**src/sv/glmtd_pkg.sv**
```systemverilog
`timescale 1ns / 1ps

package glmtd_pkg;

  // Grid limits: cells whose row or column lies at or above these are ignored.
  localparam int unsigned MaxRows   = 256;
  localparam int unsigned MaxCols   = 256;

  // Histogram store: one entry per row or per column index.
  localparam int unsigned IdxW      = 8;
  localparam int unsigned AxisDepth = 1 << IdxW;
  localparam int unsigned HistW     = 9;
  localparam logic [HistW-1:0] HistMax = '1;

  // Totals and results.
  localparam int unsigned TotW      = 17;
  localparam int unsigned OnesW     = 17;
  localparam logic [OnesW-1:0] OnesMax = '1;
  localparam int unsigned DistW     = 25;
  localparam logic [DistW-1:0] DistMax = '1;

  // Queue between the front and the back.
  localparam int unsigned QDepth    = 4;
  localparam int unsigned QAw       = 2;

  typedef struct packed {
    logic            cell_req;
    logic [7:0]      row;
    logic [7:0]      col;
    logic            last;
  } cell_in_t;

  typedef struct packed {
    logic [DistW-1:0] total_distance;
    logic [OnesW-1:0] occupied;
  } result_t;

  // Classified word held in the queue.
  typedef struct packed {
    logic            occ;
    logic [IdxW-1:0] row;
    logic [IdxW-1:0] col;
    logic            last;
  } q_entry_t;

  // Control from the back controller to one axis unit.
  typedef struct packed {
    logic            upd;
    logic [IdxW-1:0] idx;
    logic            scan_start;
  } axis_req_t;

  // Status from one axis unit back to the controller.
  typedef struct packed {
    logic             busy;
    logic             done;
    logic [DistW-1:0] cost;
  } axis_rsp_t;

endpackage

```
**src/sv/glmtd_queue.sv**
```systemverilog
`timescale 1ns / 1ps

module glmtd_queue import glmtd_pkg::*; (
  input  logic     clk_i,
  input  logic     rst_ni,
  input  logic     push_valid_i,
  output logic     push_ready_o,
  input  q_entry_t push_data_i,
  output logic     pop_valid_o,
  input  logic     pop_ready_i,
  output q_entry_t pop_data_o
);

  q_entry_t             slot_q [QDepth];
  logic [QAw-1:0]       wr_ptr_q, rd_ptr_q;
  logic [QAw:0]         cnt_q;
  logic                 push, pop;

  assign push_ready_o = (cnt_q != (QAw+1)'(QDepth));
  assign pop_valid_o  = (cnt_q != '0);
  assign pop_data_o   = slot_q[rd_ptr_q];
  assign push         = push_valid_i && push_ready_o;
  assign pop          = pop_valid_o && pop_ready_i;

  // Pointers and fill count.
  always_ff @(posedge clk_i or negedge rst_ni) begin
    if (!rst_ni) begin
      wr_ptr_q <= '0;
      rd_ptr_q <= '0;
      cnt_q    <= '0;
    end else begin
      if (push) wr_ptr_q <= wr_ptr_q + 1'b1;
      if (pop)  rd_ptr_q <= rd_ptr_q + 1'b1;
      if (push && !pop)      cnt_q <= cnt_q + 1'b1;
      else if (pop && !push) cnt_q <= cnt_q - 1'b1;
    end
  end

  // Storage.
  always_ff @(posedge clk_i) begin
    if (push) slot_q[wr_ptr_q] <= push_data_i;
  end

endmodule

```
**config.mk**
```make
export PLATFORM = sky130hd
export DESIGN_NAME = glmtd_queue
export DESIGN_NICKNAME = d
export VERILOG_FILES = /design/src/sv/glmtd_pkg.sv /design/src/sv/glmtd_queue.sv
export SDC_FILE = /design/constraint.sdc
export NUM_CORES = 1
export LEC_CHECK = 0
export BUFFER_PORTS_ARGS = -buffer_cell sky130_fd_sc_hd__buf_2
export CORE_AREA = 2 2 104 106
export CTS_BUF_LIST = sky130_fd_sc_hd__clkbuf_16
export DETAILED_ROUTE_END_ITERATION = 8
export DIE_AREA = 0 0 106 108
export GPL_TIMING_DRIVEN = 0
export PLACE_DENSITY = 0.46
export SLEW_MARGIN = 5
export SYNTH_ARGS = -nofsm -noshare
export SYNTH_HDL_FRONTEND = slang
export SYNTH_SLANG_ARGS = --single-unit
export TNS_END_PERCENT = 1
```
**constraint.sdc**
```tcl
create_clock -name clk_i -period 2.45 [get_ports clk_i]
set_input_delay 0.1225 -clock clk_i [delete_from_list [all_inputs] [get_ports clk_i]]
set_output_delay 0.1225 -clock clk_i [all_outputs]
set_load 0.1 [all_outputs]
```
==> impl_metrics.tcl <==
set metrics [dict create \
    status "complete, no violations" \
    drive_gt1_frac 0.429 \
    n_antenna_cell 0 \
    nets 214 \
    path_cells "or3_4, nand2_4, ha_1, inv_1, fa_1, xor2_1, nor2_1, xor2_1" \
    syn_avg_cell_area_sq_um 23.5 \
    drtAntennaViolNets 0 \
    cts_inserted_buffers 9 \
    ys_seq_area_frac 0.770 \
    synth_top_area_frac 0.712 \
    setup_tns_ns 0 \
    critPathMostFrequentCell "xor2_1" \
    dp_slack_ns 0.322 \
    num_rows 37 \
    clkLatencyLatePin_ns 0.33 \
    synthCells 129 \
    rr_startpoint "cnt_q[0]$_DFFE_PN0P_" \
    cp_num_cells 8 \
    end_kind "flop" \
    synth.most_common_cell "edfxtp_1" \
    final_core_util 0.369 \
    core_area_sq_um 10200 \
    min_path_type "in2reg" \
    reg2reg_slack_ns 0.30 \
    stdcell_count 327 \
    grt_max_degree 19 \
    slew_headroom 0.335 \
    max_freq_mhz 465 \
    drc_errors 0 \
    initial_utilization 0.297 \
    skew_ns 0.00772 \
    cpLargestDelayFamily "simple AND/OR/NAND/NOR gates" \
    startpoint "cnt_q[0]$_DFFE_PN0P_" \
    vias 1383 \
    grt_usage 0.0981 \
    gr-usage-met1 0.106 \
    criticalPathCategory "reg2reg" \
    hpwlAfterDp_um 3380 \
    r2r_end "cnt_q[2]$_DFFE_PN0P_" \
    dp.cells 306 \
    global_route.usage.met3 0.0380 \
    slew_viol_final 0 \
    critPathCapture "cnt_q[2]$_DFFE_PN0P_" \
    reg2regPathDepth 8 \
    antenna_found_initial 0 \
    cts.sinks 79 \
    setup-violations-final 0 \
    min_period_ns 2.15 \
    synth-edff-count 72 \
    worst_slack_ns 0.298 \
    busiest_layer "met2" \
    cp.arrival_ns 2.39 \
    numPortBuffers 41 \
    grt_pass1_wl_um 8000 \
    ys.flop_type "edfxtp_1" \
    wl_um 5250 \
    h-tree-depth 3 \
    yosysTopAreaCell "edfxtp_1" \
    clk_path_buf_depth 2 \
    finalHoldViolations 0 \
    cts_tree "yes" \
    worst_pin_slew_ns 0.997 \
    grt_pass1_vias 1531 \
    rsz0062_at_grt "no" \
    cts_resized 0 \
    path_buf_inv 1 \
    post-route-period-util 0.878 \
    max-cap-violations 0 \
    die_x_um 106 \
    synthesis.area_sq_um 3040 \
    pin_count 42 \
    place.gp.congestion 0.632 \
    ys_top_cells_by_area "edfxtp_1 (71%), mux4_2 (13%), dfrtp_1 (5.8%)" \
    firstDrtPassIters 4 \
    root_buffer "clkbuf_16" \
    slowest_stage "dfrtp_1" \
    ys_types 21 \
    vias_per_cell 4.23 \
    clkSlewWorstSetupHoldPaths_ns 0.06 \
    syn_nets 157 \
    async_reset_ff_frac 0.0886 \
    use_met2 0.165 \
    wl_per_cell_um 16.0 \
    post_cts_buffers 0 \
    design.die.area_sq_um 11400 \
    ys_ff_latch 79 \
    max_stage_delay_ns 0.44 \
    cp_max_fo 4 \
    required_ns 2.69 \
    start_kind "flop" \
    yosys_warnings 0 \
    fillCellCount 933 \
    grt_overflow 0 \
    synthTopCellsByCount "edfxtp_1 (72), mux4_2 (18), dfrtp_1 (7)" \
    die_h_um 108 \
    area_growth_pct 24.3 \
    drt-initial-drc-count 39 \
]
## worst reg2reg max path: stages (launching register included)
cell and delay [ns]:
dfrtp_1 0.44, or3_4 0.43, nand2_4 0.09, ha_1 0.19
inv_1 0.07, fa_1 0.37, xor2_1 0.15, nor2_1 0.11
xor2_1 0.20
## layer usage
layer / vias to the layer above / part of all wire
li1: 636 / -
met1: 694 / 0.42
met2: 39 / 0.50
met3: 14 / 0.055
met4: 0 / 0.028
met5: - / 0
## through the flow
step,hold WS (ns),instance area (sq um)
2_1_floorplan,-0.173,3040
3_3_place_gp,-0.0379,3410
3_5_place_dp,-0.0295,3410
4_1_cts,0.00154,3750
5_1_grt,0.000564,3770
6_report,0.00874,3770
## kinds of logic (layout without fill, tap and decap cells)
logic type / after synthesis / in the layout / share of synthesized area
simple gates: 10 / 10 / 0.0235
fa+ha+maj: 6 / 6 / 0.0272
buf+inv: 7 / 69 / 0.0152
mux: 20 / 20 / 0.141
xor+xnor: 6 / 6 / 0.0173
compound gates: 1 / 1 / 0.00618
flops: 79 / 79 / 0.770
## worst min-delay path by stage
stage / start / cells past startpoint / to
after CTS: push_data_i[0] / 1 / slot_q[3][0]$_DFFE_PP_
after floorplan: rst_ni / 0 / cnt_q[0]$_DFFE_PN0P_
final: push_data_i[0] / 1 / slot_q[3][0]$_DFFE_PP_
after detailed placement: rst_ni / 1 / cnt_q[1]$_DFFE_PN0P_
after global routing: push_data_i[5] / 1 / slot_q[3][5]$_DFFE_PP_
after global placement: rst_ni / 1 / cnt_q[2]$_DFFE_PN0P_
## placed cells by master (no fill, tap or decap), types with 4 or more instances in the layout
cell / netlist / final
clkbuf_16: 0 / 9
edfxtp_1: 72 / 72
mux4_2: 18 / 18
dfrtp_1: 7 / 7
and2_1: 4 / 4
ha_1: 5 / 5
xnor2_1: 4 / 4
dlygate4sd3_1: 0 / 5
buf_2: 1 / 42
## repair_timing
action                                  4_1_cts  5_1_grt
hold endpoints to repair                     13        7
hold buffers                                  3        2
endpoints found under the setup margin        0        0
## flip-flops by register name, summed over array words and instances, names as in the netlist
signal and count:
wr_ptr_q 2, slot_q 72, rd_ptr_q 2, cnt_q 3
## area by class of cell
| class | count | area (sq um) | share of cell area |
|---|---|---|---|
| clock inverter | 7 | 87.6 | 0.0232 |
| sequential | 79 | 2340 | 0.619 |
| multi-input combinational | 43 | 653 | 0.173 |
| clock buffer | 9 | 225 | 0.0597 |
| inverter | 3 | 11.3 | 0.00298 |
| buffer | 4 | 35.0 | 0.00928 |
| tap | 136 | 170 | 0.0451 |
| timing repair buffer | 46 | 255 | 0.0676 |
Power is not shown: default switching activity piles up to over one toggle a cycle in this logic, so the estimate is an artifact.
