### src/sv/glmtd_pkg.sv
`timescale 1ns / 1ps

package glmtd_pkg;

  // Grid limits: cells whose row or column lies at or above these are ignored.
  localparam int unsigned MaxRows   = 256;
  localparam int unsigned MaxCols   = 256;

  // Histogram store: one entry per row or per column index.
  localparam int unsigned IdxW      = 8;
  localparam int unsigned AxisDepth = 1 << IdxW;
  localparam int unsigned HistW     = 9;
  localparam logic [HistW-1:0] HistMax = '1;

  // Totals and results.
  localparam int unsigned TotW      = 17;
  localparam int unsigned OnesW     = 17;
  localparam logic [OnesW-1:0] OnesMax = '1;
  localparam int unsigned DistW     = 25;
  localparam logic [DistW-1:0] DistMax = '1;

  // Queue between the front and the back.
  localparam int unsigned QDepth    = 4;
  localparam int unsigned QAw       = 2;

  typedef struct packed {
    logic            cell_req;
    logic [7:0]      row;
    logic [7:0]      col;
    logic            last;
  } cell_in_t;

  typedef struct packed {
    logic [DistW-1:0] total_distance;
    logic [OnesW-1:0] occupied;
  } result_t;

  // Classified word held in the queue.
  typedef struct packed {
    logic            occ;
    logic [IdxW-1:0] row;
    logic [IdxW-1:0] col;
    logic            last;
  } q_entry_t;

  // Control from the back controller to one axis unit.
  typedef struct packed {
    logic            upd;
    logic [IdxW-1:0] idx;
    logic            scan_start;
  } axis_req_t;

  // Status from one axis unit back to the controller.
  typedef struct packed {
    logic             busy;
    logic             done;
    logic [DistW-1:0] cost;
  } axis_rsp_t;

endpackage

### src/sv/glmtd_axis.sv
`timescale 1ns / 1ps

module glmtd_axis import glmtd_pkg::*; (
  input  logic      clk_i,
  input  logic      rst_ni,
  input  axis_req_t req_i,
  output axis_rsp_t rsp_o
);

  localparam logic [2:0] S_IDLE = 3'd0;
  localparam logic [2:0] S_SCAN = 3'd1;
  localparam logic [2:0] S_TAIL = 3'd2;
  localparam logic [2:0] S_MUL  = 3'd3;
  localparam logic [2:0] S_SUM  = 3'd4;

  logic [2:0]           state_q;

  // Histogram store with one valid bit per entry; an unwritten entry reads as zero.
  logic [HistW-1:0]     mem_q [AxisDepth];
  logic [AxisDepth-1:0] vld_q;
  logic [HistW-1:0]     rd_q;
  logic                 rd_vld_q;
  logic                 mem_we;
  logic [IdxW-1:0]      mem_wa, mem_ra;
  logic [HistW-1:0]     mem_wd;
  logic [HistW-1:0]     h;

  // Update pipeline and last-write bypass.
  logic                 s1_valid_q, lw_valid_q;
  logic [IdxW-1:0]      s1_idx_q, lw_idx_q;
  logic [HistW-1:0]     lw_data_q, cur;
  logic                 upd_we;
  logic [TotW-1:0]      tot_q;

  // Scan datapath.
  logic                 scanning;
  logic [IdxW-1:0]      scan_idx_q, sc_idx_q;
  logic                 sc_vld_q;
  logic [TotW-1:0]      cnt_q, cb_q, seen;
  logic [DistW-1:0]     wrun_q, wb_q, pl_q, pr_q, cost_q;
  logic [IdxW-1:0]      med_q;
  logic                 found_q, done_q;

  assign scanning = (state_q == S_SCAN);
  assign h        = rd_vld_q ? rd_q : '0;
  assign cur      = (lw_valid_q && (lw_idx_q == s1_idx_q)) ? lw_data_q : h;
  assign upd_we   = s1_valid_q && (cur != HistMax);
  assign seen     = cnt_q + TotW'(h);

  // The scan reads and clears one entry a cycle; otherwise the update stage writes.
  assign mem_ra = scanning ? scan_idx_q : req_i.idx;
  assign mem_we = scanning || upd_we;
  assign mem_wa = scanning ? scan_idx_q : s1_idx_q;
  assign mem_wd = scanning ? '0 : cur + 1'b1;

  always_ff @(posedge clk_i) begin
    if (mem_we) mem_q[mem_wa] <= mem_wd;
    rd_q <= mem_q[mem_ra];
  end

  always_ff @(posedge clk_i or negedge rst_ni) begin
    if (!rst_ni) begin
      vld_q    <= '0;
      rd_vld_q <= 1'b0;
    end else begin
      if (mem_we) vld_q[mem_wa] <= 1'b1;
      rd_vld_q <= vld_q[mem_ra];
    end
  end

  // Control: update stage, count total and the scan sequence.
  always_ff @(posedge clk_i or negedge rst_ni) begin
    if (!rst_ni) begin
      state_q    <= S_IDLE;
      s1_valid_q <= 1'b0;
      lw_valid_q <= 1'b0;
      sc_vld_q   <= 1'b0;
      found_q    <= 1'b0;
      done_q     <= 1'b0;
      tot_q      <= '0;
      scan_idx_q <= '0;
    end else begin
      s1_valid_q <= req_i.upd;
      lw_valid_q <= upd_we;
      sc_vld_q   <= scanning;
      done_q     <= (state_q == S_SUM);
      if (upd_we) tot_q <= tot_q + 1'b1;
      if (sc_vld_q && !found_q && (seen > (tot_q >> 1))) found_q <= 1'b1;
      case (state_q)
        S_IDLE: begin
          if (req_i.scan_start) begin
            state_q    <= S_SCAN;
            scan_idx_q <= '0;
            found_q    <= 1'b0;
          end
        end
        S_SCAN: begin
          scan_idx_q <= scan_idx_q + 1'b1;
          if (scan_idx_q == IdxW'(AxisDepth - 1)) state_q <= S_TAIL;
        end
        S_TAIL: state_q <= S_MUL;
        S_MUL:  state_q <= S_SUM;
        S_SUM: begin
          state_q <= S_IDLE;
          tot_q   <= '0;
        end
        default: state_q <= S_IDLE;
      endcase
    end
  end

  // Payload: running count and weighted sum, median capture, final cost.
  always_ff @(posedge clk_i) begin
    s1_idx_q  <= req_i.idx;
    lw_idx_q  <= s1_idx_q;
    lw_data_q <= cur + 1'b1;
    sc_idx_q  <= scan_idx_q;
    if (state_q == S_IDLE && req_i.scan_start) begin
      cnt_q  <= '0;
      wrun_q <= '0;
      med_q  <= '0;
      cb_q   <= '0;
      wb_q   <= '0;
    end else if (sc_vld_q) begin
      cnt_q  <= seen;
      wrun_q <= wrun_q + DistW'(sc_idx_q) * DistW'(h);
      if (!found_q && (seen > (tot_q >> 1))) begin
        med_q <= sc_idx_q;
        cb_q  <= cnt_q;
        wb_q  <= wrun_q;
      end
    end
    // Cost below the median is med*count - weight; above it weight - med*count.
    if (state_q == S_MUL) begin
      pl_q <= DistW'(med_q) * DistW'(cb_q);
      pr_q <= DistW'(med_q) * DistW'(tot_q - cb_q);
    end
    if (state_q == S_SUM) begin
      cost_q <= (pl_q - wb_q) + (wrun_q - wb_q) - pr_q;
    end
  end

  assign rsp_o.busy = s1_valid_q;
  assign rsp_o.done = done_q;
  assign rsp_o.cost = cost_q;

  // Updates arrive only while no scan is running.
  a_upd_idle: assert property (@(posedge clk_i) disable iff (!rst_ni)
    req_i.upd |-> state_q == S_IDLE)
    else $error("histogram update during scan");

  // A scan starts only once the update stage has written back.
  a_start_drained: assert property (@(posedge clk_i) disable iff (!rst_ni)
    req_i.scan_start |-> (!s1_valid_q && state_q == S_IDLE))
    else $error("scan started with update in flight");

  // The count total is cleared together with the finished result.
  a_tot_cleared: assert property (@(posedge clk_i) disable iff (!rst_ni)
    done_q |-> tot_q == '0)
    else $error("count total not cleared after scan");

endmodule

### config.mk
export PLATFORM = sky130hd
export DESIGN_NAME = glmtd_axis
export DESIGN_NICKNAME = d
export VERILOG_FILES = /design/src/sv/glmtd_pkg.sv /design/src/sv/glmtd_axis.sv
export SDC_FILE = /design/constraint.sdc
export NUM_CORES = 2
export LEC_CHECK = 0
export BUFFER_PORTS_ARGS = -buffer_cell sky130_fd_sc_hd__clkbuf_2
export CAP_MARGIN = 10
export CORE_ASPECT_RATIO = 1.2
export CORE_MARGIN = 2
export CORE_UTILIZATION = 53
export CTS_CLUSTER_DIAMETER = 30
export CTS_CLUSTER_SIZE = 10
export DETAILED_ROUTE_END_ITERATION = 10
export PLACE_DENSITY_LB_ADDON = 0.12
export SLEW_MARGIN = 20
export SYNTH_ARGS = -nofsm -noshare
export SYNTH_HDL_FRONTEND = slang
export SYNTH_SLANG_ARGS = --single-unit
### constraint.sdc
create_clock -name clk_i -period 13.6 [get_ports clk_i]
set_input_delay 3.4 -clock clk_i [delete_from_list [all_inputs] [get_ports clk_i]]
set_output_delay 3.4 -clock clk_i [all_outputs]
set_load 0.1 [all_outputs]
==> impl_metrics.yaml <==
worst_setup_path:
  critPathBufInv: 4
  cp_max_fo: 96
  crit_path_start_kind: "input pin"
  regToRegStartpoint: "cb_q[0]"
  endpoint_kind: "flip-flop"
  critPathArrivalTime_ns: 8.29
  worstReg2RegEnd: "pr_q[24]"
  r2r_slack_ns: 6.05
  critPathLaunch: "req_i[1]"
  critPathRequiredTime_ns: 14.33
  r2r.worst_path.cells: 29
  max_stage_delay_ns: 0.96
  worstSetupPathType: "input pin to flip-flop"
  cp_cell_sequence: "clkbuf_2 > mux2i_4 > buf_4 > buf_12 > buf_4 > mux4_2 > a22oi_1 > nand4_1 > o21ai_0 > nand4_1"
  crit_family: "buffers and inverters"
  slowest_stage: "o21ai_0"
power:
  vdd_ir_drop_max_mv: 0.400
  powerDensity_nw_per_um2: 279
  switchingPower_mw: 14.7
  p_int_mw: 24.7
  sw_frac_of_total: 0.373
  leakage_nw: 46.7
  p_seq_frac: 0.279
  p_clk_frac: 0.297
  combPwrFrac: 0.424
synth:
  synth_seq_cells: 2802
  postSynthAreaPerCell_sq_um: 17.2
  synth.top_cells.by_count: "2379 x edfxtp_1, 640 x mux4_2, 451 x nor2_1, 435 x inv_1, 321 x a22oi_1"
  synth_edf_count: 2379
  synth_cells: 7099
  synth_largest_area_cell: "edfxtp_1"
  ys_async_sr_fraction: 0.103
  yosys_warnings: 0
  synth_top_area_frac: 0.587
  ys.flop_type: "edfxtp_1"
  syn_nets: 7623
  synth_most_common_cell: "edfxtp_1"
  netlist_area_sq_um: 122000
  netlist-cell-type-count: 70
  ys_seq_area_frac: 0.668
  synthTopCellsByArea: "edfxtp_1 59%, mux4_2 12%, dfrtp_1 6.0%"
clocking:
  cts-hold-fix-buffers: 0
  cts_resized: 0
  cts_tree: "done"
  cts_buffers: 458
  cts-root-buf: "clkbuf_16"
  clk-insertion-delay-late_ns: 0.91
  htreeDepth: 5
  clock_sinks: 2802
  clockBufferDepth: 4
  cts_setup_buffers: 0
  cts.clk_slew.worst_paths_ns: 0.05
timing:
  fin_crit_sh: 0.556
  period_minus_slack_ns: 7.56
  fmax_ghz: 0.132
  tns_ns: 0
  finalHoldViolCount: 0
  skew_ns: 0.0630
  setup_viol_count_final: 0
  slew-limit-headroom: 0.167
  tightestPinTransition_ns: 1.25
  rsz0062_at_grt: "false"
  drv_slew: 0
die:
  fp.dieArea_sq_um: 234000
  core.rowCount: 192
  die_x_um: 442
  die_h_um: 529
  io_pins: 39
  initial_utilization: 0.534
  core_sq_um: 228000
global_routing:
  grt_start_max_net_pins: 225
  grtUsageMet2: 0.454
  antenna_found_initial: 12
  grt_overflow: 0
  grt.busiest_layer: "met2"
  grt_use_total: 0.270
  grt_util_met3: 0.0414
  grt_pass1_vias: 68500
  use_met1: 0.354
  grt_pass1_wl_um: 461000
hold_path:
  min_to: "lw_idx_q[1]"
  worstHoldPathCells: 0
  hold_start: "s1_idx_q[1]"
  hold_class: "flip-flop to flip-flop"
placed_design:
  dp_hpwl_um: 196000
  io_buffers: 38
  gp_congestion: 0.864
job:
  maxCapViolCount: 0
final_layout:
  areaGrowthSynthToFinish_pct: 16.2
  nNetsFinal: 7938
  drive_above_1_share: 0.245
  fin_util: 0.620
  fill_cells: 16300
drt:
  drt-initial-drc-count: 6635
  vias_per_cell: 6.07
  wl_per_cell_um: 28.8
  firstDrtPassIters: 6
  num_vias: 65600
  routed_wirelength_um: 312000
  drc: 0
  drtAntennaViolNets: 0
outcome:
  status: "finished, final reports clean"
cell type report:
type                       count  area [sq um]  area share
clock buffer                 560         12200      0.0859
antenna                        5          12.5   0.0000884
timing repair buffer         205          1690      0.0119
inverter                     435          1630      0.0115
multi-input combinational   3512         37300       0.263
clock inverter               297          3610      0.0255
tap                         3007          3760      0.0266
sequential                  2802         81400       0.575
sequential cells by signal, summed over array words and instances (netlist names), 9 cells and up:
name       flops
cnt_q         17
lw_data_q      9
pl_q          25
cb_q          17
tot_q         17
cost_q        25
mem_q       2304
rd_q           9
wb_q          24
vld_q        256
pr_q          25
wrun_q        25
per-layer routing:
layer,vias up,wire length (um),share of wire
met5,-,27,0.000087
met4,4,12900,0.041
met1,34800,120000,0.39
met2,2422,158000,0.51
li1,27900,-,-
met3,597,20500,0.066
how the worst max path moves through the flow:
stage                        to  slack [ns]  cells after the start
detailed placement      rd_q[3]        5.10                     10
floorplan           mem_q[0][0]        5.00                      6
global placement        rd_q[3]        5.14                     10
CTS                    pr_q[24]        5.99                     29
finish                  rd_q[3]        6.04                     10
global route           pr_q[24]        5.45                     29
cell families after synthesis:
family | after synthesis | synth area share
flops | 2802 | 0.668
simple gates | 1477 | 0.0599
buf+inv | 785 | 0.0279
mux | 718 | 0.125
compound gates | 652 | 0.0370
fa+ha+maj | 512 | 0.0713
xor+xnor | 153 | 0.0110
layout by cell type, fill, tap and decap left out, types with 85 or more instances in the layout:
cell type  count
clkbuf_16    461
a21oi_1       87
a22oi_1      321
o21ai_0       85
and2_1       148
inv_1        435
nand2_1      292
fa_1         304
buf_4        150
dfxtp_1      133
edfxtp_1    2379
ha_1         208
xnor2_1      110
mux4_2       640
nor2_1       419
dfrtp_1      289
nand4_1      104
or2_2        263
per-stage QoR:
step	hold slack (ns)	instance area, sq um	total power, mW	std cells	setup WS (ns)
2_1_floorplan	0.345	122000	22.9	7099	5.00
3_3_place_gp	0.406	126000	27.7	9956	5.14
3_5_place_dp	0.419	126000	28.0	9957	5.10
4_1_cts	0.427	141000	39.7	10800	5.99
5_1_grt	0.451	141000	41.8	10800	5.45
6_report	0.425	141000	39.4	10800	6.04
power by group through the flow:
stage                     sequential (mW)  clock [mW]  combinational, mW
after global placement               11.1           0               16.6
after detailed placement             11.1           0               16.8
final                                11.0        11.7               16.7
after CTS                            11.0        11.8               16.9
after floorplan                      10.8           0               12.1
after global routing                 11.1        12.2               18.5
Note: power is estimated with default switching activity, not from simulation.
