--- src/sv/glmtd_pkg.sv ---
`timescale 1ns / 1ps

package glmtd_pkg;

  // Grid limits: cells whose row or column lies at or above these are ignored.
  localparam int unsigned MaxRows   = 256;
  localparam int unsigned MaxCols   = 256;

  // Histogram store: one entry per row or per column index.
  localparam int unsigned IdxW      = 8;
  localparam int unsigned AxisDepth = 1 << IdxW;
  localparam int unsigned HistW     = 9;
  localparam logic [HistW-1:0] HistMax = '1;

  // Totals and results.
  localparam int unsigned TotW      = 17;
  localparam int unsigned OnesW     = 17;
  localparam logic [OnesW-1:0] OnesMax = '1;
  localparam int unsigned DistW     = 25;
  localparam logic [DistW-1:0] DistMax = '1;

  // Queue between the front and the back.
  localparam int unsigned QDepth    = 4;
  localparam int unsigned QAw       = 2;

  typedef struct packed {
    logic            cell_req;
    logic [7:0]      row;
    logic [7:0]      col;
    logic            last;
  } cell_in_t;

  typedef struct packed {
    logic [DistW-1:0] total_distance;
    logic [OnesW-1:0] occupied;
  } result_t;

  // Classified word held in the queue.
  typedef struct packed {
    logic            occ;
    logic [IdxW-1:0] row;
    logic [IdxW-1:0] col;
    logic            last;
  } q_entry_t;

  // Control from the back controller to one axis unit.
  typedef struct packed {
    logic            upd;
    logic [IdxW-1:0] idx;
    logic            scan_start;
  } axis_req_t;

  // Status from one axis unit back to the controller.
  typedef struct packed {
    logic             busy;
    logic             done;
    logic [DistW-1:0] cost;
  } axis_rsp_t;

endpackage

--- src/sv/glmtd_back.sv ---
`timescale 1ns / 1ps

module glmtd_back import glmtd_pkg::*; (
  input  logic      clk_i,
  input  logic      rst_ni,
  input  logic      q_valid_i,
  output logic      q_ready_o,
  input  q_entry_t  q_data_i,
  output axis_req_t row_req_o,
  output axis_req_t col_req_o,
  input  axis_rsp_t row_rsp_i,
  input  axis_rsp_t col_rsp_i,
  output logic      out_valid_o,
  input  logic      out_ready_i,
  output result_t   out_data_o
);

  localparam logic [1:0] B_RUN   = 2'd0;
  localparam logic [1:0] B_DRAIN = 2'd1;
  localparam logic [1:0] B_WAIT  = 2'd2;
  localparam logic [1:0] B_OUT   = 2'd3;

  logic [1:0]       state_q;
  logic [OnesW-1:0] ones_q;
  logic             out_valid_q;
  result_t          out_q;
  logic             pop, start, load;
  logic [DistW:0]   dsum;

  assign q_ready_o = (state_q == B_RUN);
  assign pop       = q_valid_i && q_ready_o;
  assign start     = (state_q == B_DRAIN) && !row_rsp_i.busy && !col_rsp_i.busy;
  assign load      = (state_q == B_OUT) && (!out_valid_q || out_ready_i);

  // Each counted cell goes to both axis units.
  assign row_req_o.upd        = pop && q_data_i.occ;
  assign row_req_o.idx        = q_data_i.row;
  assign row_req_o.scan_start = start;
  assign col_req_o.upd        = pop && q_data_i.occ;
  assign col_req_o.idx        = q_data_i.col;
  assign col_req_o.scan_start = start;

  // Combined cost, saturated to the result width.
  assign dsum = {1'b0, row_rsp_i.cost} + {1'b0, col_rsp_i.cost};

  always_ff @(posedge clk_i or negedge rst_ni) begin
    if (!rst_ni) begin
      state_q     <= B_RUN;
      ones_q      <= '0;
      out_valid_q <= 1'b0;
    end else begin
      if (pop && q_data_i.occ && ones_q != OnesMax) ones_q <= ones_q + 1'b1;
      if (load)             out_valid_q <= 1'b1;
      else if (out_ready_i) out_valid_q <= 1'b0;
      case (state_q)
        B_RUN:   if (pop && q_data_i.last) state_q <= B_DRAIN;
        B_DRAIN: if (start) state_q <= B_WAIT;
        B_WAIT:  if (row_rsp_i.done) state_q <= B_OUT;
        B_OUT: begin
          if (load) begin
            state_q <= B_RUN;
            ones_q  <= '0;
          end
        end
        default: state_q <= B_RUN;
      endcase
    end
  end

  // Output register parts the result from the downstream side.
  always_ff @(posedge clk_i) begin
    if (load) begin
      out_q.total_distance <= dsum[DistW] ? DistMax : dsum[DistW-1:0];
      out_q.occupied       <= ones_q;
    end
  end

  assign out_valid_o = out_valid_q;
  assign out_data_o  = out_q;

  // Both axis units run in lock step.
  a_axes_lockstep: assert property (@(posedge clk_i) disable iff (!rst_ni)
    row_rsp_i.done == col_rsp_i.done)
    else $error("row and column scans finished apart");

endmodule

--- config.mk ---
export PLATFORM = sky130hd
export DESIGN_NAME = glmtd_back
export DESIGN_NICKNAME = d
export VERILOG_FILES = /design/src/sv/glmtd_pkg.sv /design/src/sv/glmtd_back.sv
export SDC_FILE = /design/constraint.sdc
export NUM_CORES = 1
export LEC_CHECK = 0
export BUFFER_PORTS_ARGS = -buffer_cell sky130_fd_sc_hd__buf_4
export CORE_AREA = 3 3 95 97
export CTS_CLUSTER_DIAMETER = 60
export CTS_CLUSTER_SIZE = 12
export DETAILED_ROUTE_END_ITERATION = 8
export DIE_AREA = 0 0 98 100
export PLACE_DENSITY = 0.78
export SYNTH_ARGS = -nofsm -noshare
export SYNTH_HDL_FRONTEND = slang
export SYNTH_SLANG_ARGS = --single-unit
--- constraint.sdc ---
create_clock -name clk_i -period 3.32 [get_ports clk_i]
set_clock_uncertainty 0.05 [all_clocks]
set_input_delay 0.332 -clock clk_i [delete_from_list [all_inputs] [get_ports clk_i]]
set_output_delay 0.332 -clock clk_i [all_outputs]
set_load 0.01 [all_outputs]
==> flow_summary.yaml, run 1 <==
worst_setup_path:
  cp_data_arrival_time_ns: 2.93
  worst_ep_required_time_ns: 3.53
  critPathTopFamily: "simple AND/OR/NAND/NOR gates"
  critical_path.endpoint_type: "register"
  path_max_fanout: 6
  worst_setup_start_kind: "register"
  slowest_stage: "sky130_fd_sc_hd__and4b_1"
  crit_path_frequent_cell: "sky130_fd_sc_hd__and3_1"
  worstReg2RegEnd: "ones_q[13]"
  ff2ff_path_depth: 10
  reg2reg_start: "ones_q[11]"
  critPathKind: "reg -> reg"
  worst_path_largest_cell_delay_ns: 0.43
  critical_path_cell_sequence: "and3_1, and3_1, nand2_1, nor3_1, ha_1, and4b_1, nand4_2, or2_1, or3_1, a21oi_1"
  path_buf_inv: 0
  r2r_setup_slack_ns: 0.60
routing:
  wl_um: 8980
  routed_via_density: 5.59
  detail-route-antenna-nets: 0
  firstDrtPassIters: 4
  vias: 3381
  drt_drc_violations_left: 0
  wire_per_inst_um: 14.8
  initialDrtViolationCount: 112
final_layout:
  stdcell_area_um2: 5200
  num_antenna_cells: 0
  design.final.nets: 604
  finalNonFillerCells: 605
  synthToLayoutAreaGrowth_pct: 21.6
  fraction_of_layout_cells_with_a_size_suffix_above_1_pct: 33.0
grt:
  grt_max_degree: 26
  globalRouteOverflowTotal: 0
  grt_pass1_vias: 3193
  grt_pass1_wl_um: 14700
  antenna_found_initial: 0
  all_layer_gr_usage_pct: 18.4
cts:
  post_cts_resize_count: 0
  clk_pin_slew_worst_paths_ns: 0.06
  clkLatencyLatePin_ns: 0.34
  post-cts-setup-buffer-count: 0
  tritoncts_num_sinks: 62
  clock_tree.buffer_depth: 2
  cts_buffers: 9
  cts_tree: "yes"
  cts.root.buffer_cell: "sky130_fd_sc_hd__clkbuf_8"
  htree_levels: 3
synth:
  synth_most_common_cell: "sky130_fd_sc_hd__edfxtp_1"
  synth_top_area_cell: "sky130_fd_sc_hd__edfxtp_1"
  synth.top_cell.area_share_pct: 29.5
  yosys.cell_types.count: 66
  ys_seq_area_share_pct: 41.2
  postSynthCellCount: 407
  ys.flop_type: "sky130_fd_sc_hd__edfxtp_1"
  syn_nets: 516
  synth_warnings: 0
  post_synth_main_area_contributors: "sky130_fd_sc_hd__edfxtp_1 (30%), sky130_fd_sc_hd__dfrtp_1 (12%), sky130_fd_sc_hd__ha_1 (9.4%)"
  postSynth.asyncResetShare_pct: 32.3
  synth_common_cells: "sky130_fd_sc_hd__edfxtp_1 (42), sky130_fd_sc_hd__ha_1 (32), sky130_fd_sc_hd__nor2_1 (29)"
  syn_avg_cell_area_um2: 10.5
  syn_area_um2: 4270
  number_of_enable_type_register_cells_in_the_synthesized_netlist: 42
  yosys_register_bits: 62
sta:
  finalSetupViolations: 0
  fin_crit_sh_pct: 82.0
  worstMarginPinSlew_ns: 0.543
  grt_setup_unrepaired: "no"
  setup_total_negative_slack_ns: 0
  hold_viol_final: 0
  final_period_minus_worst_setup_slack_ns: 2.72
  hold-worst-slack_ns: 0.249
  final.setup.worst_slack_ns: 0.597
  max_freq_mhz: 367
  timing.max_slew.rel_slack_pct: 63.7
  maxSlewViolCount: 0
place:
  dpl.hpwl_um: 7110
  dp_cells: 588
  detailed_place.area_um2: 5000
  gp_routability_congestion: 0.826
  place_worst_setup_slack_ns: 0.604
  count_of_input_and_output_buffers: 106
floorplan:
  core_area_um2: 8220
  io_pins: 140
  design.die.area_um2: 9800
  die_w_um: 98
  core.rowCount: 33
  starting_density_of_the_core_pct: 52.0
  fp.dieH_um: 100
power:
  cellPowerDensity_nw_per_um2: 556
  leakage_nw: 2.26
  ir_drop_v: 0.000208
worst_hold_path:
  worst_hold_path_type: "in -> reg"
  holdPathEnd: "out_valid_o"
  whs_path_depth: 3
  holdCritStartpoint: "out_ready_i"
job:
  max-cap-violations: 0
status:
  outcome: "complete, no violations"
## layer usage
layer	wire, µm	share of wire [%]	up-vias	global-route usage (%)
met4	261	2.9	0	8.95
met2	4530	50	111	31.7
li1	-	-	1660	-
met5	0	0	-	0
met1	3690	41	1585	22.4
met3	499	5.6	25	3.13
## worst register-to-register path, cell delays in order (launching register included)
cell and delay [ns]:
sky130_fd_sc_hd__dfrtp_1 0.41, sky130_fd_sc_hd__and3_1 0.22, sky130_fd_sc_hd__and3_1 0.20, sky130_fd_sc_hd__nand2_1 0.10, sky130_fd_sc_hd__nor3_1 0.07, sky130_fd_sc_hd__ha_1 0.18
sky130_fd_sc_hd__and4b_1 0.43, sky130_fd_sc_hd__nand4_2 0.20, sky130_fd_sc_hd__or2_1 0.33, sky130_fd_sc_hd__or3_1 0.32, sky130_fd_sc_hd__a21oi_1 0.15
## cell usage in the layout, fill, tap and decap left out, types with 5 or more instances in the layout
cell type	count
sky130_fd_sc_hd__nand3_1	11
sky130_fd_sc_hd__xnor2_1	11
sky130_fd_sc_hd__o21ai_2	10
sky130_fd_sc_hd__o21a_1	5
sky130_fd_sc_hd__nor2_1	28
sky130_fd_sc_hd__o21ai_0	15
sky130_fd_sc_hd__edfxtp_1	42
sky130_fd_sc_hd__and3_1	6
sky130_fd_sc_hd__o22ai_2	8
sky130_fd_sc_hd__a21o_1	13
sky130_fd_sc_hd__clkbuf_8	10
sky130_fd_sc_hd__nor3_1	6
sky130_fd_sc_hd__nand2_1	28
sky130_fd_sc_hd__inv_1	16
sky130_fd_sc_hd__ha_1	32
sky130_fd_sc_hd__a21oi_1	21
sky130_fd_sc_hd__xor2_1	13
sky130_fd_sc_hd__o21bai_1	5
sky130_fd_sc_hd__nand4_1	8
sky130_fd_sc_hd__buf_4	111
sky130_fd_sc_hd__dfrtp_1	20
## registers in the layout, summed over array words and instances (netlist names)
register	flops
out_data_o	42
ones_q	17
state_q	2
out_valid_o	1
## power breakdown
part / internal (mW) / switching (mW)
combinational: 0.493 / 0.596
clock: 0.364 / 0.269
sequential: 1.09 / 0.0744
total: 1.95 / 0.939
## area by class of cell
class	count	area, µm²
clock buffer	12	145
multi-input combinational	294	2210
timing repair buffer	112	843
tap	105	131
clock inverter	4	46.3
fill	677	3020
inverter	16	60.1
sequential	62	1760
## cells by family (layout without fill, tap and decap cells)
family                     count (synthesis)  count (layout)  synth area share (%)
AOI/OAI and AO/OA                        115             115                  21.5
xor gates and xnor gates                  24              24                  4.92
adders and majority gates                 33              33                  9.84
buffers and inverters                     51             144                  7.17
DFF                                       62              62                  41.2
muxes                                      4               4                 0.966
and+or+nand+nor                          118             118                  14.4
## through the flow
| step | total power, mW | util, % |
|---|---|---|
| after floorplan | 1.84 | - |
| after global placement | 2.25 | 60.8 |
| after detailed placement | 2.28 | 60.8 |
| after CTS | 2.92 | 63.3 |
| after global routing | 3.06 | 63.3 |
| final | 2.89 | 63.3 |
## how the worst max path moves through the flow
stage | start | endpoint | slack [ns] | cells past startpoint
final | ones_q[11] | ones_q[13] | 0.60 | 10
after global routing | ones_q[11] | ones_q[15] | 0.44 | 10
after CTS | ones_q[11] | ones_q[13] | 0.57 | 10
after detailed placement | ones_q[11] | ones_q[13] | 0.60 | 10
after global placement | ones_q[11] | ones_q[15] | 0.68 | 10
after floorplan | state_q[1] | out_data_o[0] | 0.60 | 4
## timing repair
item                                   in CTS  in global routing
setup endpoints to repair                   0                  0
endpoints found under the hold margin      20                  0
hold buffers                                1                  0
Power figures use the tool's default switching activity.
==> inputs of run 2 (changes only) <==
==> constraint.sdc (replaced) <==
create_clock -name clk_i -period 2.63 [get_ports clk_i]
set_clock_uncertainty 0.05 [all_clocks]
set_input_delay 0.263 -clock clk_i [delete_from_list [all_inputs] [get_ports clk_i]]
set_output_delay 0.263 -clock clk_i [all_outputs]
set_load 0.01 [all_outputs]
==> run 2 against run 1 <==
  * Routed wire length increased by 5.8%
  * Die area unchanged
  * First-iteration DRC count increased by 23%
  * Cell area increased by 1.7%
  * Hold slack got worse by 0.079 ns
  * Critical endpoint unchanged
==> flow_summary.yaml, run 2 (synthesis results as in run 1) <==
floorplan:
  core.rowCount: 33
  io_pins: 140
  core_area_um2: 8220
  design.die.area_um2: 9800
  fp.dieH_um: 100
  die_w_um: 98
  starting_density_of_the_core_pct: 52.0
routing:
  routed_via_density: 5.52
  drt_drc_violations_left: 0
  vias: 3430
  firstDrtPassIters: 4
  detail-route-antenna-nets: 0
  initialDrtViolationCount: 138
  wire_per_inst_um: 15.3
  wl_um: 9500
final_layout:
  design.final.nets: 620
  layout.filler_cells: 671
  fraction_of_layout_cells_with_a_size_suffix_above_1_pct: 35.5
  largest_reg_flops: 42
  stdcell_area_um2: 5290
  layout.cells.most_common: "sky130_fd_sc_hd__buf_4"
  synthToLayoutAreaGrowth_pct: 23.7
  num_antenna_cells: 0
  top_library_cells_by_usage_in_the_layout_fill_and_taps_aside: "sky130_fd_sc_hd__buf_4 (127), sky130_fd_sc_hd__edfxtp_1 (42), sky130_fd_sc_hd__ha_1 (32), sky130_fd_sc_hd__nand2_1 (28), sky130_fd_sc_hd__nor2_1 (28)"
worst_setup_path:
  critical_path_cell_sequence: "and3_1, and3_1, nand2_1, nor3_1, ha_1, and4b_2, nand4_2, or2_4, or3_1, a21oi_1"
  ff2ff_path_depth: 10
  worst_ep_required_time_ns: 2.84
  r2r_setup_slack_ns: 0.16
  path_buf_inv: 0
  slowest_stage: "sky130_fd_sc_hd__dfrtp_1"
  critPathTopFamily: "simple AND/OR/NAND/NOR gates"
  critPathKind: "reg -> reg"
  path_max_fanout: 6
  worst-path-stages: 10
  worst_path_largest_cell_delay_ns: 0.41
  crit_path_frequent_cell: "sky130_fd_sc_hd__and3_1"
  critical_path.endpoint_type: "register"
  cp_data_arrival_time_ns: 2.68
  reg2reg_start: "ones_q[11]"
  worst_setup_start_kind: "register"
  critPathLaunch: "ones_q[11]"
  worstReg2RegEnd: "ones_q[13]"
cts:
  clkLatencyLatePin_ns: 0.33
  cts_buffers: 9
  clock_tree.buffer_depth: 2
  cts_tree: "yes"
  clk_pin_slew_worst_paths_ns: 0.07
  htree_levels: 3
  cts.root.buffer_cell: "sky130_fd_sc_hd__clkbuf_8"
  tritoncts_num_sinks: 62
sta:
  final.setup.worst_slack_ns: 0.163
  fin_crit_sh_pct: 93.8
  max_freq_mhz: 405
  hold_viol_final: 0
  setup_total_negative_slack_ns: 0
  hold-worst-slack_ns: 0.171
  maxSlewViolCount: 0
  timing.max_slew.rel_slack_pct: 59.6
  finalSetupViolations: 0
  final_period_minus_worst_setup_slack_ns: 2.47
  worstMarginPinSlew_ns: 0.605
  grt_setup_unrepaired: "no"
job:
  max-cap-violations: 0
power:
  cellPowerDensity_nw_per_um2: 674
  p_clk_share_pct: 19.1
  total_power_mw: 3.56
  power.share.switching_pct: 33.8
  leakage_nw: 2.33
  power.share.combinational_pct: 39.5
  ir_drop_v: 0.000274
  netSwitchingPower_mw: 1.20
  power_frac_seq_pct: 41.4
  p_int_mw: 2.36
grt:
  grt_pass1_wl_um: 15700
  antenna_found_initial: 0
  all_layer_gr_usage_pct: 19.5
  globalRouteOverflowTotal: 0
  grt_max_degree: 26
  grt_pass1_vias: 3414
status:
  outcome: "complete, no violations"
place:
  place_worst_setup_slack_ns: 0.108
  dpl.hpwl_um: 7480
  gp_routability_congestion: 0.877
  count_of_input_and_output_buffers: 106
  detailed_place.area_um2: 5120
worst_hold_path:
  holdPathEnd: "out_valid_o"
  holdCritStartpoint: "out_ready_i"
  whs_path_depth: 3
  worst_hold_path_type: "in -> reg"
[run 2: changes by cell type in the layout (fill, tap and decap cells not counted), sizes merged]
cell,delta
buf,+16
bufinv,-1
clkbuf,-1
clkinv,+2
[run 2: final cells by class]
class / instances / area [µm²] / share of cell area (%)
clock buffer: 11 / 131 / 2.48
clock inverter: 5 / 26.3 / 0.497
inverter: 16 / 60.1 / 1.14
multi-input combinational: 294 / 2210 / 41.9
sequential: 62 / 1760 / 33.3
tap: 105 / 131 / 2.48
timing repair buffer: 128 / 963 / 18.2
[run 2: power by group through the flow]
stage          sequential (mW)  clock (mW)  combinational (mW)
2_1_floorplan             1.60           0               0.720
3_3_place_gp              1.49           0                1.38
3_5_place_dp              1.50           0                1.41
4_1_cts                   1.48       0.690                1.42
5_1_grt                   1.51       0.725                1.53
6_report                  1.48       0.679                1.41
[run 2: what timing repair did]
item	CTS	global route
hold endpoints to repair	20	0
setup buffers	0	0
resized for setup	0	2
hold buffers	1	0
endpoints found under the setup margin	0	1
[run 2: worst max path at each step]
stage / slack, ns / to
final: 0.16 / ones_q[13]
after global routing: 0.006 / ones_q[13]
after detailed placement: 0.11 / ones_q[13]
after floorplan: 0.18 / ones_q[15]
after global placement: 0.17 / out_data_o[37]
after CTS: 0.09 / ones_q[13]
[run 2: worst min-delay path: stages]
cell	delay, ns
sky130_fd_sc_hd__buf_4	0.07
sky130_fd_sc_hd__nand2b_1	0.12
sky130_fd_sc_hd__nand2_1	0.06
[run 2: through the flow]
step | instances | util [%]
detailed placement | 604 | 62.3
global route | 621 | 64.4
CTS | 621 | 64.3
floorplan | 407 | -
global placement | 604 | 62.3
finish | 621 | 64.4
[run 2: layer usage]
layer | GRT usage (%) | part of all wire, % | vias to the layer above
met3 | 3.20 | 5.6 | 22
met2 | 35.4 | 52 | 124
met1 | 23.3 | 40 | 1589
li1 | - | - | 1695
met5 | 0 | 0 | -
met4 | 7.24 | 2.3 | 0
